===== config.mk =====
export PLATFORM = sky130hd
export DESIGN_NAME = ordered_list_engine
export DESIGN_NICKNAME = d
export VERILOG_FILES = /design/src/ole_pkg.sv /design/src/ole_mem.sv /design/src/ordered_list_engine.sv
export SDC_FILE = /design/constraint.sdc
export NUM_CORES = 2
export LEC_CHECK = 0
export BUFFER_PORTS_ARGS = -buffer_cell sky130_fd_sc_hd__buf_4
export CAP_MARGIN = 5
export CORE_MARGIN = 4
export CORE_UTILIZATION = 25
export CTS_CLUSTER_DIAMETER = 80
export CTS_CLUSTER_SIZE = 20
export DETAILED_ROUTE_END_ITERATION = 16
export GPL_TIMING_DRIVEN = 0
export PLACE_DENSITY = 0.47
export SLEW_MARGIN = 20
export SYNTH_ARGS = -nofsm -noshare
export SYNTH_HDL_FRONTEND = slang
export SYNTH_SLANG_ARGS = --single-unit
export TNS_END_PERCENT = 100

===== constraint.sdc =====
create_clock -name clk -period 10 [get_ports clk]
set_input_delay 0.5 -clock clk [delete_from_list [all_inputs] [get_ports clk]]
set_output_delay 0.5 -clock clk [all_outputs]
set_load 0.02 [all_outputs]

===== src/ole_pkg.sv =====
// Shared types and constants for the ordered list engine.
package ole_pkg;

  localparam int DATA_W = 32;
  localparam int REQ_W  = 3;
  localparam int POS_W  = 8;
  localparam int STAT_W = 2;
  localparam int LEN_W  = 8;

  localparam int IN_TDATA_W  = 40;
  localparam int OUT_TDATA_W = 48;

  typedef enum logic [REQ_W-1:0] {
    REQ_INS_FRONT = 3'd0,
    REQ_APPEND    = 3'd1,
    REQ_INS_SORT  = 3'd2,
    REQ_INS_POS   = 3'd3,
    REQ_DEL_FRONT = 3'd4,
    REQ_DEL_LAST  = 3'd5,
    REQ_DEL_VALUE = 3'd6,
    REQ_DEL_POS   = 3'd7
  } req_type_t;

  typedef enum logic [STAT_W-1:0] {
    STAT_OK       = 2'd0,
    STAT_EMPTY    = 2'd1,
    STAT_NOTFOUND = 2'd2,
    STAT_FULL     = 2'd3
  } status_t;

  typedef enum logic [2:0] {
    S_IDLE,
    S_SEARCH,
    S_SHIFT_UP,
    S_SHIFT_DN,
    S_FIN
  } state_t;

endpackage


===== src/ole_mem.sv =====
// Value store: one write port and one registered read port.
module ole_mem
  import ole_pkg::*;
#(
  parameter int DEPTH = 64,
  parameter int AW    = 6
) (
  input  logic              clk,
  input  logic [AW-1:0]     rd_addr,
  output logic [DATA_W-1:0] rd_data,
  input  logic              wr_en,
  input  logic [AW-1:0]     wr_addr,
  input  logic [DATA_W-1:0] wr_data
);

  logic [DATA_W-1:0] mem [DEPTH];
  logic [DATA_W-1:0] rd_data_r;

  always_ff @(posedge clk) begin
    if (wr_en) begin
      mem[wr_addr] <= wr_data;
    end
  end

  always_ff @(posedge clk) begin
    rd_data_r <= mem[rd_addr];
  end

  assign rd_data = rd_data_r;

endmodule


===== src/ordered_list_engine.sv =====
// Ordered list engine: request decode, memory walk sequencer and result register.
// An item that decode alone settles (full, empty or a bad position) goes straight to the
// result; an append or a delete at the back moves no other entry. Searches and shifts walk
// the value memory one entry per cycle through its single read port. Items
// are handled one at a time; a result waits in the output register while the next item
// is taken. Reset clears the length to zero; the value memory is not cleared.
module ordered_list_engine
  import ole_pkg::*;
#(
  parameter int CAPACITY = 64
) (
  input  logic                   clk,
  input  logic                   rst_n,
  input  logic                   in_tvalid,
  output logic                   in_tready,
  input  logic [IN_TDATA_W-1:0]  in_tdata,   // item_value[31:0], position[39:32]
  input  logic [REQ_W-1:0]       in_tuser,   // req_type[2:0]
  output logic                   out_tvalid,
  input  logic                   out_tready,
  output logic [OUT_TDATA_W-1:0] out_tdata   // removed_value[31:0], status[33:32],
                                             // length[41:34], zero[47:42]
);

  localparam int CW = $clog2(CAPACITY + 1);
  localparam int AW = (CAPACITY > 1) ? $clog2(CAPACITY) : 1;
  localparam int PW = POS_W + 1;

  state_t              state_r, state_nxt;
  req_type_t           op_r, op_nxt;
  logic [DATA_W-1:0]   val_r, val_nxt;
  logic [POS_W-1:0]    pos_r, pos_nxt;
  logic [CW-1:0]       cnt_r, cnt_nxt;
  logic [CW-1:0]       at_r, at_nxt;
  logic [CW-1:0]       ptr_r, ptr_nxt;
  logic                rd_vld_r, rd_vld_nxt;
  logic [CW-1:0]       rd_idx_r, rd_idx_nxt;
  logic [DATA_W-1:0]   removed_r, removed_nxt;
  status_t             status_r, status_nxt;
  logic                out_vld_r, out_vld_nxt;
  logic [OUT_TDATA_W-1:0] out_data_r, out_data_nxt;

  logic [CW-1:0]       rd_idx;
  logic [CW-1:0]       wr_idx;
  logic                wr_en;
  logic [DATA_W-1:0]   wr_data;
  logic [DATA_W-1:0]   rd_data;
  logic                in_acc;
  logic                hit;
  req_type_t           in_op;
  logic [DATA_W-1:0]   in_val;
  logic [POS_W-1:0]    in_pos;
  logic [PW-1:0]       pos_ext;
  logic [PW-1:0]       cnt_ext;

  assign in_tready = (state_r == S_IDLE);
  assign in_acc    = in_tvalid && in_tready;
  assign in_op     = req_type_t'(in_tuser);
  assign in_val    = in_tdata[DATA_W-1:0];
  assign in_pos    = in_tdata[DATA_W+POS_W-1:DATA_W];
  assign pos_ext   = {1'b0, in_pos};
  assign cnt_ext   = PW'(cnt_r);

  assign hit = (op_r == REQ_INS_SORT) ? ($signed(val_r) < $signed(rd_data))
                                      : (rd_data == val_r);

  ole_mem #(
    .DEPTH (CAPACITY),
    .AW    (AW)
  ) u_mem (
    .clk     (clk),
    .rd_addr (rd_idx[AW-1:0]),
    .rd_data (rd_data),
    .wr_en   (wr_en),
    .wr_addr (wr_idx[AW-1:0]),
    .wr_data (wr_data)
  );

  always_comb begin
    state_nxt    = state_r;
    op_nxt       = op_r;
    val_nxt      = val_r;
    pos_nxt      = pos_r;
    cnt_nxt      = cnt_r;
    at_nxt       = at_r;
    ptr_nxt      = ptr_r;
    rd_vld_nxt   = 1'b0;
    rd_idx_nxt   = rd_idx_r;
    removed_nxt  = removed_r;
    status_nxt   = status_r;
    out_vld_nxt  = out_vld_r;
    out_data_nxt = out_data_r;
    rd_idx       = ptr_r;
    wr_en        = 1'b0;
    wr_idx       = at_r;
    wr_data      = val_r;

    if (out_vld_r && out_tready) begin
      out_vld_nxt = 1'b0;
    end

    case (state_r)
      S_IDLE: begin
        if (in_acc) begin
          op_nxt      = in_op;
          val_nxt     = in_val;
          pos_nxt     = in_pos;
          removed_nxt = '0;
          status_nxt  = STAT_OK;
          ptr_nxt     = '0;
          at_nxt      = '0;
          if (in_op == REQ_INS_FRONT || in_op == REQ_APPEND ||
              in_op == REQ_INS_SORT || in_op == REQ_INS_POS) begin
            if (cnt_r == CW'(CAPACITY)) begin
              status_nxt = STAT_FULL;
              state_nxt  = S_FIN;
            end else if (cnt_r == '0 || in_op == REQ_INS_FRONT) begin
              at_nxt    = '0;
              ptr_nxt   = cnt_r;
              state_nxt = S_SHIFT_UP;
            end else if (in_op == REQ_APPEND) begin
              at_nxt    = cnt_r;
              ptr_nxt   = cnt_r;
              state_nxt = S_SHIFT_UP;
            end else if (in_op == REQ_INS_SORT) begin
              state_nxt = S_SEARCH;
            end else if (pos_ext != '0 && pos_ext <= cnt_ext + PW'(1)) begin
              at_nxt    = CW'(pos_ext - PW'(1));
              ptr_nxt   = cnt_r;
              state_nxt = S_SHIFT_UP;
            end else begin
              status_nxt = STAT_NOTFOUND;
              state_nxt  = S_FIN;
            end
          end else if (cnt_r == '0) begin
            status_nxt = STAT_EMPTY;
            state_nxt  = S_FIN;
          end else if (in_op == REQ_DEL_FRONT) begin
            state_nxt = S_SHIFT_DN;
          end else if (in_op == REQ_DEL_LAST) begin
            at_nxt    = cnt_r - CW'(1);
            ptr_nxt   = cnt_r - CW'(1);
            state_nxt = S_SHIFT_DN;
          end else if (in_op == REQ_DEL_VALUE) begin
            state_nxt = S_SEARCH;
          end else if (pos_ext != '0 && pos_ext <= cnt_ext) begin
            at_nxt    = CW'(pos_ext - PW'(1));
            ptr_nxt   = CW'(pos_ext - PW'(1));
            state_nxt = S_SHIFT_DN;
          end else begin
            status_nxt = STAT_NOTFOUND;
            state_nxt  = S_FIN;
          end
        end
      end

      S_SEARCH: begin
        if (ptr_r < cnt_r) begin
          rd_idx     = ptr_r;
          rd_vld_nxt = 1'b1;
          rd_idx_nxt = ptr_r;
          ptr_nxt    = ptr_r + CW'(1);
        end
        if (rd_vld_r) begin
          if (hit) begin
            rd_vld_nxt = 1'b0;
            at_nxt     = rd_idx_r;
            if (op_r == REQ_INS_SORT) begin
              ptr_nxt   = cnt_r;
              state_nxt = S_SHIFT_UP;
            end else begin
              ptr_nxt   = rd_idx_r;
              state_nxt = S_SHIFT_DN;
            end
          end else if (rd_idx_r == cnt_r - CW'(1)) begin
            rd_vld_nxt = 1'b0;
            if (op_r == REQ_INS_SORT) begin
              at_nxt    = cnt_r;
              ptr_nxt   = cnt_r;
              state_nxt = S_SHIFT_UP;
            end else begin
              status_nxt = STAT_NOTFOUND;
              state_nxt  = S_FIN;
            end
          end
        end
      end

      S_SHIFT_UP: begin
        if (rd_vld_r) begin
          wr_en   = 1'b1;
          wr_idx  = rd_idx_r + CW'(1);
          wr_data = rd_data;
        end
        if (ptr_r > at_r) begin
          rd_idx     = ptr_r - CW'(1);
          rd_vld_nxt = 1'b1;
          rd_idx_nxt = ptr_r - CW'(1);
          ptr_nxt    = ptr_r - CW'(1);
        end else if (!rd_vld_r) begin
          wr_en     = 1'b1;
          wr_idx    = at_r;
          wr_data   = val_r;
          cnt_nxt   = cnt_r + CW'(1);
          state_nxt = S_FIN;
        end
      end

      S_SHIFT_DN: begin
        if (rd_vld_r) begin
          if (rd_idx_r == at_r) begin
            if (op_r == REQ_DEL_FRONT || op_r == REQ_DEL_LAST) begin
              removed_nxt = rd_data;
            end
          end else begin
            wr_en   = 1'b1;
            wr_idx  = rd_idx_r - CW'(1);
            wr_data = rd_data;
          end
        end
        if (ptr_r < cnt_r) begin
          rd_idx     = ptr_r;
          rd_vld_nxt = 1'b1;
          rd_idx_nxt = ptr_r;
          ptr_nxt    = ptr_r + CW'(1);
        end else if (!rd_vld_r) begin
          cnt_nxt   = cnt_r - CW'(1);
          state_nxt = S_FIN;
        end
      end

      S_FIN: begin
        if (!out_vld_r || out_tready) begin
          out_vld_nxt  = 1'b1;
          out_data_nxt = {(OUT_TDATA_W - DATA_W - STAT_W - LEN_W)'(0),
                          LEN_W'(cnt_r), status_r, removed_r};
          state_nxt    = S_IDLE;
        end
      end

      default: begin
        state_nxt = S_IDLE;
      end
    endcase
  end

  always_ff @(posedge clk) begin
    if (!rst_n) begin
      state_r   <= S_IDLE;
      cnt_r     <= '0;
      rd_vld_r  <= 1'b0;
      out_vld_r <= 1'b0;
    end else begin
      state_r   <= state_nxt;
      cnt_r     <= cnt_nxt;
      rd_vld_r  <= rd_vld_nxt;
      out_vld_r <= out_vld_nxt;
    end
  end

  always_ff @(posedge clk) begin
    op_r       <= op_nxt;
    val_r      <= val_nxt;
    pos_r      <= pos_nxt;
    at_r       <= at_nxt;
    ptr_r      <= ptr_nxt;
    rd_idx_r   <= rd_idx_nxt;
    removed_r  <= removed_nxt;
    status_r   <= status_nxt;
    out_data_r <= out_data_nxt;
  end

  assign out_tvalid = out_vld_r;
  assign out_tdata  = out_data_r;

  a_cnt_bound: assert property (@(posedge clk) disable iff (!rst_n)
    cnt_r <= CW'(CAPACITY))
    else $error("List length exceeds capacity.");

  a_wr_in_range: assert property (@(posedge clk) disable iff (!rst_n)
    wr_en |-> (wr_idx < CW'(CAPACITY)) && (wr_idx <= cnt_r))
    else $error("Write outside the occupied region.");

  a_rd_only_walking: assert property (@(posedge clk) disable iff (!rst_n)
    rd_vld_r |-> (state_r == S_SEARCH || state_r == S_SHIFT_UP ||
                  state_r == S_SHIFT_DN))
    else $error("Pending read outside a memory walk.");

  a_accept_starts: assert property (@(posedge clk) disable iff (!rst_n)
    in_acc |=> state_r != S_IDLE)
    else $error("Accepted item did not start processing.");

  a_len_step: assert property (@(posedge clk) disable iff (!rst_n)
    (cnt_r != $past(cnt_r)) |-> (state_r == S_FIN))
    else $error("Length changed outside completion.");

endmodule

==> results.md <==
- The flow ran to the end, and the final reports show no timing, DRC or antenna violations.
- At the pin with the least slew margin, the transition time is roughly 1.2 ns.
- The clock passes through at most 4 buffers.
- For this run, design rule violations remaining after detail routing come to 0.
- After synthesis the netlist holds a flip-flop and latch count of around 2200.
- The total global-route track usage is roughly 17%.
- The async set or reset register ratio after synthesis is 0%.
- Once detail routing completed, the nets flagged for antenna violations numbered 0.
- For the worst setup path, the data required time is approximately 11 ns.
- The tree is rooted in a sky130_fd_sc_hd__clkbuf_16.
- From left edge to right edge, the die measures between 600 and 700 um.
- The dominant cell type by area after synthesis is sky130_fd_sc_hd__edfxtp_1.
- The setup check on the worst reg-to-reg path leaves a slack of ~0.7 ns.
- A synthesized cell averages roughly 15 um2.
- The floorplan has 230 rows.
- On the final layout, the worst clock skew is slightly below 0.08 ns.
- The first global-routing pass estimated 487600 um of wire.
- The H-tree generated during clock tree synthesis spans 4 levels.
- The clock drives roughly 2200 sinks.
- The hold violation total from the final report is 0.
- The max-slew violation count came to 0.
- After clock tree synthesis, the clock-pin slew on the worst setup and hold paths is 0.09 ns.
- Timing would allow up to approximately 0.11 GHz.
- The clock tree from TritonCTS is yes.
- The number of maximum-capacitance constraint violations is 0.
- The setup violation total in the final timing report is 0.
- The post-route netlist has approximately 15% of its cells at a drive strength greater than 1.
- The leakage dissipation is about 37 nW.
- The slack of the critical path is 0.7117 ns.
- The total iterations of the first detailed-routing run is 8.
- The post-placement setup slack is ~0.31 ns.
- Setup repair after global routing left no endpoint under its margin.
- The final layout contains routed wiring with a total length of around 350000 um.
- The number of placed I/O pins is between 90 and 100.
- The netlist uses 85 different library cells.
- For the worst-skew pair, the clock arrives at the later sink with an insertion delay of roughly 0.88 ns.
- The routed via count is around 63000.
- Yosys printed 0 warnings.
- The total standard cell area after synthesis is between 90000 and 100000 um2.
- The worst vdd rail ir drop is 0.1365 mV.
- Summing all non-filler instances in the final layout gives an area of 114700 um2.
- In this run the worst path has a maximum fanout of 11.
- In this run the power density over the cells is 292.0 nW/um2.
- In the final routed layout, each cell accounts on average for 28.35 um.
- The dominant synthesized flop cell is sky130_fd_sc_hd__edfxtp_1.
- The floorplan die height is 635.1 um.
- Synthesis produced 6632 cells.
- The arrival time of data at the critical path endpoint is about 10 ns.
- The total CTS buffers is 153.
- The area added between synthesis and finish is 16.73%.
- The worst hold path belongs to the class primary input to register.
- The starting density of the core is around 25%.
- The via count of the first global-routing pass is 61560.
- Sequential elements use 67.46% of the synthesized area.
- The setup TNS is 0 ns.
- The final weighted congestion in routability-driven placement is 0.8890.
- The endpoint class of the critical path is a register.
- The smallest hold slack is around 0.1 ns.
- The die covers 403300 um2.
- The setup path with the least slack is of type register to register.
- The post-cts gate resize count is 0.
- At the end of the flow, the number of nets in the layout was roughly 7200.
- Dividing the detail-routed via count by the number of cells gives approximately 5.1.
- The floorplan step defined a core boundary enclosing just under 400000 um2.
- Once placement finished, the instance area stood at 109600 um2.
- The fraction of post-synthesis cell area in the top cell type by area is between 60 and 70%.
- Detailed placement ended at an HPWL of between 200000 and 300000 um.
- The final critical path time including I/O delays and setup is approximately 9.3 ns.
- The overflow left after global routing is 0.
- The max-slew headroom at the worst pin is around 17%.
- After the first detailed-routing iteration, the DRC count stood at roughly 7500.
- The number of antenna violations at the first check in global routing is 24.
- After filler insertion, the fill cell instance count of the layout stands at roughly 39000.
- Dividing the final minimum period by the clock period gives approximately 93%.
- Ranked by total cell area, the synthesized netlist is headed by sky130_fd_sc_hd__edfxtp_1, sky130_fd_sc_hd__mux2i_1, sky130_fd_sc_hd__mux4_2, sky130_fd_sc_hd__nand2_1, sky130_fd_sc_hd__a211oi_1.
- The completed layout was analyzed and its total power is 33.50 mW.
- Counting flops with a built-in enable in the synthesized netlist gives between 2000 and 2500.
- The count of buffers added on input and output ports is 89.
- Entering global routing, the biggest net connects 65 pins.
- The worst setup path is launched from a register.
[per-stage QoR]
stage / instances / utilization [%]
floorplan: 6638 / -
global placement: 11950 / 26.92
detailed placement: 12120 / 27.97
CTS: 12390 / 29.26
global route: 12390 / 29.27
finish: 12400 / 29.28
[cell families (layout without fill, tap and decap cells)]
kind of cell / Yosys count / count (layout) / synth area share [%]
compound gates: 1022 / 1022 / 7.088
simple gates: 1643 / 1643 / 7.534
flops: 2223 / 2223 / 67.46
xor+xnor: 60 / 60 / 0.5651
other cells: 1 / 21 / 0.003815
fa+ha+maj: 68 / 68 / 0.8655
buf+inv: 529 / 1059 / 2.263
mux: 1086 / 1086 / 14.22
[synthesized netlist by cell type, drive strengths merged, types with 5 or more instances]
| library cell | n |
|---|---|
| a2111oi | 34 |
| a211o | 8 |
| a211oi | 243 |
| a21boi | 5 |
| a21o | 19 |
| a21oi | 207 |
| a31oi | 122 |
| a32oi | 56 |
| and2 | 26 |
| and3 | 52 |
| buf | 189 |
| clkbuf | 272 |
| dfxtp | 44 |
| edfxtp | 2179 |
| ha | 68 |
| inv | 66 |
| mux2 | 55 |
| mux2i | 788 |
| mux4 | 243 |
| nand2 | 757 |
| nand2b | 7 |
| nand3 | 214 |
| nand4 | 17 |
| nor2 | 283 |
| nor2b | 92 |
| nor3 | 82 |
| nor4 | 45 |
| o2111ai | 5 |
| o211ai | 12 |
| o21a | 11 |
| o21ai | 73 |
| o221a | 13 |
| o221ai | 11 |
| o22ai | 144 |
| o311ai | 19 |
| or3 | 29 |
| or4 | 21 |
| xnor2 | 46 |
| xor2 | 14 |
[path summary, 6_finish.rpt]
path                                   start           endpoint  cells after the start
worst max-delay path                ptr_r[0]  u_mem.rd_data[23]                     21
worst min-delay path              out_tready         out_tvalid                      4
worst max register to register      ptr_r[0]  u_mem.rd_data[23]                     21
worst min register to register  removed_r[9]       out_tdata[9]                      0
[critical path, cell delays in order, from the launching register on]
cell	delay, ns
sky130_fd_sc_hd__edfxtp_1	0.39
sky130_fd_sc_hd__buf_2	0.31
sky130_fd_sc_hd__inv_1	0.18
sky130_fd_sc_hd__clkbuf_1	0.62
sky130_fd_sc_hd__clkbuf_1	0.64
sky130_fd_sc_hd__clkbuf_1	0.70
sky130_fd_sc_hd__clkbuf_1	0.81
sky130_fd_sc_hd__ha_1	0.26
sky130_fd_sc_hd__buf_2	0.31
sky130_fd_sc_hd__buf_2	0.32
sky130_fd_sc_hd__buf_1	0.69
sky130_fd_sc_hd__inv_1	0.55
sky130_fd_sc_hd__o211ai_1	0.22
sky130_fd_sc_hd__buf_4	0.21
sky130_fd_sc_hd__buf_6	0.16
sky130_fd_sc_hd__o21ai_0	0.09
sky130_fd_sc_hd__o2bb2ai_2	0.35
sky130_fd_sc_hd__clkbuf_1	0.37
sky130_fd_sc_hd__a32oi_1	0.41
sky130_fd_sc_hd__a31oi_1	0.23
sky130_fd_sc_hd__nor4_1	0.90
sky130_fd_sc_hd__o221a_1	0.40
[registers in the layout, summed over array words and instances (netlist names)]
name / count
u_mem.mem: 2048
out_tdata: 41
removed_r: 32
u_mem.rd_data: 32
val_r: 32
at_r: 7
cnt_r: 7
ptr_r: 7
rd_idx_r: 7
op_r: 3
state_r: 3
status_r: 2
out_tvalid: 1
rd_vld_r: 1
[cells in the final DEF (no fill, tap or decap), drive strengths merged, types with 46 or more instances in the layout]
cell,synthesis,layout
edfxtp,2179,2179
mux2i,788,788
nand2,757,757
clkbuf,272,455
buf,189,445
nor2,283,283
mux4,243,243
a211oi,243,243
nand3,214,214
a21oi,207,207
o22ai,144,144
a31oi,122,122
nor2b,92,92
inv,66,87
nor3,82,82
o21ai,73,73
ha,68,68
a32oi,56,56
mux2,55,55
and3,52,52
xnor2,46,46
[routing by layer]
metal | vias up | part of all wire (%) | track usage [%]
met2 | 2571 | 46 | 27.02
met1 | 32810 | 43 | 22.91
met4 | 2 | 4.2 | 6.272
met3 | 504 | 7.2 | 2.369
li1 | 26880 | - | -
met5 | - | 0.0051 | 0
[timing repair]
item,in CTS,in global routing
hold buffers,38,0
endpoints found under the setup margin,0,0
endpoints found under the hold margin,38,0
setup buffers,0,0
[final cells by class]
cell class	instances	area, um2	area share (%)
antenna	14	35.03	0.03053
buffer	461	1972	1.718
clock buffer	182	3990	3.477
clock inverter	53	680.7	0.5932
inverter	68	255.2	0.2224
multi-input combinational	3886	30840	26.87
sequential	2223	66310	57.79
tap	5220	6531	5.692
timing repair buffer	295	4133	3.602
[power breakdown]
part	switching, mW	leakage, nW	internal [mW]
clock	3.34	2.27	3.14
combinational	10.8	14.9	4.88
sequential	0.229	20.0	11.2
No activity file was read; power rests on OpenSTA's default activity.
